File: src/tileable_value_noise_fbm_unit_defines.svh
// ----------------------------------------------------------------------------
// Assertion macros for the tileable value noise unit
// Concurrent checks sampled on clk, switched off while arst_n is low.
// ----------------------------------------------------------------------------
`ifndef TILEABLE_VALUE_NOISE_FBM_UNIT_DEFINES_SVH
`define TILEABLE_VALUE_NOISE_FBM_UNIT_DEFINES_SVH

// same-cycle implication
`define TVN_ASSERT_IMP(lbl, ante, cons) \
	lbl: assert property (@(posedge clk) disable iff (!arst_n) (ante) |-> (cons)) \
		else $error("tvn check failed");

// next-cycle implication
`define TVN_ASSERT_NEXT(lbl, ante, cons) \
	lbl: assert property (@(posedge clk) disable iff (!arst_n) (ante) |=> (cons)) \
		else $error("tvn check failed");

`endif

File: src/tvn_pkg.sv
// ----------------------------------------------------------------------------
// tvn_pkg
// Shared widths, constants, register codes and pipeline control type.
// ----------------------------------------------------------------------------
package tvn_pkg;

	localparam int FRAC       = 16;          // fraction bits of internal values
	localparam int COORD_W    = 16;
	localparam int OUT_W      = 16;
	localparam int BASE_W     = 7;
	localparam int MAX_BASE   = 64;
	localparam int UB_W       = 22;          // coord * period, period <= 64
	localparam int OCT_W      = 4;
	localparam int PERS_W     = 17;
	localparam int SEED_W     = 32;
	localparam int AMP_W      = 17;
	localparam int VAL_W      = 17;          // Q.16 values in 0..1.0 inclusive
	localparam int HALF       = 1 << (FRAC - 1);

	localparam logic [VAL_W-1:0] VAL_ONE = 17'h10000;

	localparam logic [31:0] HASH_X    = 32'd374761393;
	localparam logic [31:0] HASH_Y    = 32'd668265263;
	localparam logic [31:0] SEED_MUL  = 32'd362437;
	localparam logic [31:0] HASH_M    = 32'd1274126177;
	localparam logic [31:0] SEED_STEP = 32'd7919;

	localparam int CFG_IDX_W  = 2;
	localparam int CFG_DATA_W = 32;
	localparam logic [CFG_IDX_W-1:0] REG_OCTAVE_COUNT = 2'd0;
	localparam logic [CFG_IDX_W-1:0] REG_BASE_PERIOD  = 2'd1;
	localparam logic [CFG_IDX_W-1:0] REG_PERSISTENCE  = 2'd2;
	localparam logic [CFG_IDX_W-1:0] REG_NOISE_SEED   = 2'd3;

	typedef struct packed {
		logic en;   // whole pipe advances
		logic vld;  // beat entering this unit
	} ctl_t;

endpackage

File: src/tvn_div.sv
// ----------------------------------------------------------------------------
// tvn_div
// Pipelined restoring divider, one quotient bit per stage.
// ----------------------------------------------------------------------------
module tvn_div #(
	parameter int N_W = 38,
	parameter int D_W = 21,
	parameter int Q_W = 17
) (
	input  logic clk,
	input  logic arst_n,
	input  tvn_pkg::ctl_t   ctl,
	input  logic [N_W-1:0]  num,
	input  logic [D_W-1:0]  den,
	output logic [Q_W-1:0]  quo,
	output logic            vld
);
	import tvn_pkg::*;

	localparam int CW = (N_W > D_W + Q_W - 1) ? N_W : D_W + Q_W - 1;

	logic [Q_W-1:0][CW-1:0]  rem_n, rem_s;
	logic [Q_W-1:0][Q_W-1:0] q_n, q_s;
	logic [Q_W-1:0]          v_s;
	logic [CW-1:0] src, sh;
	logic [Q_W-1:0] qin;

	always_comb begin
		src = '0;
		qin = '0;
		sh  = '0;
		for (int j = 0; j < Q_W; j++) begin
			if (j == 0) begin
				src = CW'(num);
				qin = '0;
			end else begin
				src = rem_s[j-1];
				qin = q_s[j-1];
			end
			sh = CW'(den) << (Q_W - 1 - j);
			q_n[j] = qin;
			if (src >= sh) begin
				rem_n[j] = src - sh;
				q_n[j][Q_W-1-j] = 1'b1;
			end else begin
				rem_n[j] = src;
			end
		end
	end

	always_ff @(posedge clk or negedge arst_n) begin
		if (!arst_n) begin
			v_s <= '0;
		end else if (ctl.en) begin
			v_s <= {v_s[Q_W-2:0], ctl.vld};
		end
	end

	always_ff @(posedge clk) begin
		if (ctl.en) begin
			rem_s <= rem_n;
			q_s   <= q_n;
		end
	end

	assign quo = q_s[Q_W-1];
	assign vld = v_s[Q_W-1];

endmodule

File: config.mk
export PLATFORM = sky130hd
export DESIGN_NAME = tvn_div
export DESIGN_NICKNAME = d
export VERILOG_FILES = /design/src/tileable_value_noise_fbm_unit_defines.svh /design/src/tvn_pkg.sv /design/src/tvn_div.sv
export SDC_FILE = /design/constraint.sdc
export NUM_CORES = 2
export LEC_CHECK = 0
export ABC_AREA = 0
export BUFFER_PORTS_ARGS = -buffer_cell sky130_fd_sc_hd__buf_2
export CAP_MARGIN = 20
export CORE_MARGIN = 2
export CORE_UTILIZATION = 43
export CTS_CLUSTER_SIZE = 25
export DETAILED_ROUTE_END_ITERATION = 6
export SLEW_MARGIN = 5
export SYNTH_ARGS = -nofsm -noshare
export SYNTH_HDL_FRONTEND = slang
export SYNTH_SLANG_ARGS = --single-unit
export TNS_END_PERCENT = 5
File: constraint.sdc
create_clock -name clk -period 3.3 [get_ports clk]
set_input_delay 0.165 -clock clk [delete_from_list [all_inputs] [get_ports clk]]
set_output_delay 0.165 -clock clk [all_outputs]
set_load 0.01 [all_outputs]
# After elaboration in Yosys (flattened, before gate mapping)
# Index checks and enable logic that the tools add are counted.
[totals]
ff_bits = 778
latchBits = 0
ram_bits = 0
mem_bits_ro = 0
in_bits = 63
out_inout_bits = 18
elab_cells = 100
memories = 0
[classes]
addsub = 16
multipliers = 0
div = 0
order_cmp = 17
n_eq_ne = 0
shift = 0
mux = 17
bitwise = 0
reduce_logical = 0
[ops]
columns = ["operator", "n"]
rows = [
  ["2-to-1 mux 38 bit", 16],
  ["greater-or-equal comparator 38 x 21 -> 1 bit", 1],
  ["greater-or-equal comparator 38 x 22 -> 1 bit", 1],
  ["greater-or-equal comparator 38 x 23 -> 1 bit", 1],
  ["greater-or-equal comparator 38 x 24 -> 1 bit", 1],
  ["greater-or-equal comparator 38 x 25 -> 1 bit", 1],
  ["greater-or-equal comparator 38 x 26 -> 1 bit", 1],
  ["greater-or-equal comparator 38 x 27 -> 1 bit", 1],
  ["greater-or-equal comparator 38 x 28 -> 1 bit", 1],
  ["greater-or-equal comparator 38 x 29 -> 1 bit", 1],
  ["greater-or-equal comparator 38 x 30 -> 1 bit", 1],
  ["greater-or-equal comparator 38 x 31 -> 1 bit", 1],
  ["greater-or-equal comparator 38 x 32 -> 1 bit", 1],
  ["greater-or-equal comparator 38 x 33 -> 1 bit", 1],
  ["greater-or-equal comparator 38 x 34 -> 1 bit", 1],
  ["greater-or-equal comparator 38 x 35 -> 1 bit", 1],
  ["greater-or-equal comparator 38 x 36 -> 1 bit", 1],
  ["greater-or-equal comparator 38 x 37 -> 1 bit", 1],
  ["subtractor 38 x 22 -> 38 bit", 1],
  ["subtractor 38 x 23 -> 38 bit", 1],
  ["subtractor 38 x 24 -> 38 bit", 1],
  ["subtractor 38 x 25 -> 38 bit", 1],
  ["subtractor 38 x 26 -> 38 bit", 1],
  ["subtractor 38 x 27 -> 38 bit", 1],
  ["other kinds (11)", 11],
]

# Depth between registers and ports, before layout
[depth]
word_depth = 2
mapped_depth = 15
depth_no_buf = 14

# Worst setup path before layout
# No wires, ideal clock.
[synth_path]
path_kind = "input port to flip-flop"
startpoint = "in den[1]"
endpoint = "reg rem_s[433] in the netlist's numbering (data pin)"
setup_ns = 0.260
arrival_ns = 3.120
t_required_ns = 3.040
setup_slack_ns = -0.080
path_stages = 13
path_buffers = 2
path_cell_list = "inv_1 > ha_1 > nor2b_1 > o31ai_1 > a211oi_1 > or2_2 > o22a_1 > a221oi_2 > o31a_1 > buf_4 > inv_2 > buf_6 > mux2_2"
[synth_lines]
columns = ["item", "line_no", "rtl"]
rows = [
  ["start, declared", "tvn_div.sv:14", "input logic [D_W-1:0] den,"],
  ["end signal, assigned", "tvn_div.sv:61", "rem_s <= rem_n;"],
  ["end, declared", "tvn_div.sv:22", "logic [Q_W-1:0][CW-1:0] rem_n, rem_s;"],
]

==> flow_metrics.py <==
metrics = {
    "route": {
        "routedWlPerCell_um": 19.4,
        "drtIter0Drc": 2219,
        "vias_per_cell": 5.49,
        "wl_met2_um": 61700,
        "routed_wl_um": 127000,
        "dr_total_vias": 36200,
        "drt_pre_antenna_iters": 5,
        "ant_nets": 0,
        "top_layer": "met4",
        "drt-met1-wl_um": 56500,
        "drc": 0,
        "wl_met3_um": 5200,
    },
    "cells_and_area": {
        "area_growth_pct": 22.9,
        "fin_cells": 6587,
        "n_antenna_cell": 0,
        "fin_area_um2": 58200,
        "layout-drive-gt1-share": 0.203,
        "fillers": 9538,
        "nNetsFinal": 5470,
    },
    "floorplan": {
        "core-area_um2": 109000,
        "die_y_um": 336,
        "start_util": 0.434,
        "die_width_um": 336,
        "rows": 121,
        "die_area_um2": 113000,
        "io_pins": 81,
    },
    "pwr": {
        "cellLeakagePower_nw": 22.9,
        "pwr-share-comb": 0.441,
        "p_seq_frac": 0.342,
        "p_clk_frac": 0.216,
        "power_switching_mw": 17.4,
        "internal_power_mw": 31.6,
        "p_total_mw": 49.0,
        "peakVddDrop_mv": 0.489,
        "p_sw_frac": 0.355,
        "power.density_nw_per_um2": 841,
    },
    "min_path": {
        "min_path_cells": 2,
        "hp-class": "input pin to flop",
    },
    "cts": {
        "path_clk_slew_ns": 0.06,
        "cts.sinks": 778,
        "clock-root-buffer": "clkbuf_16",
        "cts_made_buffers": 89,
        "cts_tree": "done",
        "cts.htree.levels": 3,
        "ctsLongestPathBuffers": 3,
        "clk_latency_ns": 0.68,
    },
    "timing": {
        "finalSetupViolations": 0,
        "timing.fmax_mhz": 309,
        "rsz0062_at_grt": "true",
        "worst_pin_slew_ns": 0.765,
        "clock_skew_ns": 0.0242,
        "period_share": 0.981,
        "final.setup.tns_ns": 0,
        "period_minus_slack_ns": 3.24,
        "slew_headroom": 0.489,
        "hold_viol": 0,
        "slew_viol_final": 0,
        "fin_hold_ws_ns": 0.219,
    },
    "placement": {
        "dp.cells": 6369,
        "io_buffers": 80,
        "dpl-instance-area_um2": 54200,
        "place_hpwl_um": 97100,
        "gp_congestion": 0.917,
    },
    "logic_synthesis": {
        "synth_edf_count": 761,
        "syn_inst": 4332,
        "ys.flop_type": "edfxtp_1",
        "syn-cell-area_um2": 47400,
        "synthArstFlopShare": 0.0219,
        "synth_cell_types": 98,
        "avgSynthCellArea_um2": 10.9,
        "synth_fp_nets": 4768,
        "synth_seq_area_share": 0.491,
        "synth-seq-cells": 778,
        "yosysWarnings": 0,
    },
    "grt": {
        "grt_pass1_wl_um": 198000,
        "grt_max_degree": 128,
        "antenna_found_initial": 2,
        "grt_overflow": 0,
        "grt_pass1_vias": 35500,
        "grtUsageTotal": 0.224,
    },
    "run": {
        "maxCapViolCount": 0,
    },
    "setup_path": {
        "start_kind": "flop",
        "crit_arrival_ns": 3.65,
        "endpoint_kind": "flop",
        "reg2reg_depth": 12,
        "critical_path_required_ns": 3.71,
        "critPathMaxFanout": 3,
        "critical_path_class": "flop to flop",
    },
    "status": {
        "status": "completed",
    },
}
[what timing repair did]
action | 4_1_cts | 5_1_grt
pin swaps | 6 | 9
resized for setup | 14 | 68
endpoints found under the hold margin | 87 | 0
hold buffers | 42 | 0
endpoints found under the setup margin | 34 | 170
setup buffers | 2 | 6
[layer usage]
layer / vias to the layer above / global-route usage
li1: 17900 / -
met1: 17400 / 0.291
met2: 698 / 0.388
met3: 187 / 0.0310
met4: 0 / 0.0678
met5: - / 0
[Yosys cell counts (all sizes together) (63+ instances only)]
cell	number	area [um2]
a21o	141	1060
xor2	172	1510
xnor2	217	1900
a21oi	391	1960
o21ai	302	1520
inv	135	507
nor2	333	1250
nand3	83	420
clkbuf	73	274
ha	357	4470
nand4	63	400
mux2	90	1020
nand2	321	1200
edfxtp	761	22900
nor3	76	390
[final timing paths]
kind | startpoint | end | slack, ns
worst min-delay path | num[9] | rem_s[9]$_DFFE_PP_ | 0.22
max in group asynchronous | arst_n | v_s[9]$_DFFE_PN0P_ | 2.19
worst max-delay path | rem_s[200]$_DFFE_PP_ | rem_s[263]$_DFFE_PP_ | 0.06
worst min register to register | q_n[262]$_DFFE_PP_ | qin[7]$_DFFE_PP_ | 0.42
worst max register to register | rem_s[200]$_DFFE_PP_ | rem_s[263]$_DFFE_PP_ | 0.06
min in group asynchronous | arst_n | v_s[16]$_DFFE_PN0P_ | 0.63
[final cells by class]
| class | instances | area (um2) | share of cell area |
|---|---|---|---|
| multi-input combinational | 3318 | 23600 | 0.405 |
| sequential | 778 | 23300 | 0.400 |
| timing repair buffer | 712 | 5850 | 0.100 |
| clock buffer | 102 | 2330 | 0.0400 |
| tap | 1476 | 1850 | 0.0317 |
| clock inverter | 66 | 827 | 0.0142 |
| inverter | 135 | 510 | 0.00877 |
[critical path, stage by stage, from the launching register on]
cell and delay, ns:
edfxtp_1 0.42, inv_1 0.07, ha_1 0.20, fa_1 0.41
nor2b_1 0.20, o31ai_2 0.10, a21oi_2 0.21, a41oi_1 0.19
o21bai_1 0.26, a31oi_2 0.14, or4_1 0.56, nor2_1 0.14
xor2_1 0.08
[per-stage QoR]
step / utilization / setup WS [ns]
3_5_place_dp: 0.497 / -0.372
3_3_place_gp: 0.497 / -0.397
5_1_grt: 0.533 / -0.0900
6_report: 0.533 / 0.0640
2_1_floorplan: - / 0.0343
4_1_cts: 0.530 / 0.00441
[power by group through the flow]
stage	clock network [mW]	registers, mW	logic (mW)
floorplan	0	16.0	14.3
finish	10.6	16.8	21.6
detailed placement	0	16.9	21.1
CTS	10.9	16.8	21.3
global placement	0	16.9	20.8
global route	11.2	17.0	24.0
[cell usage in the layout (no fill, tap or decap), types with 62 or more instances in the layout]
| cell type | n |
|---|---|
| nand4_1 | 62 |
| ha_1 | 352 |
| buf_4 | 540 |
| edfxtp_1 | 761 |
| clkbuf_16 | 90 |
| inv_1 | 130 |
| xor2_1 | 172 |
| buf_2 | 79 |
| mux2_2 | 88 |
| a21oi_1 | 381 |
| nand2_1 | 321 |
| xnor2_1 | 217 |
| nor2_1 | 332 |
| nor3_1 | 73 |
| a21o_1 | 141 |
| nand3_1 | 82 |
| o21ai_0 | 289 |
[state kept, by name (all words and copies together), names as in the netlist]
| signal | flops |
|---|---|
| qin | 16 |
| rem_s | 570 |
| q_n | 120 |
| src | 38 |
| quo | 17 |
| v_s | 17 |
[kinds of logic (layout without fill, tap and decap cells)]
logic type	count (synthesis)	after routing	share of synthesized area
and+or+nand+nor	1252	1252	0.133
buffers and inverters	236	1015	0.0199
muxes	92	92	0.0220
xor gates and xnor gates	389	389	0.0719
adders and majority gates	373	373	0.101
AOI/OAI and AO/OA	1212	1212	0.161
DFF	778	778	0.491
(Power assumes the default switching activity.)
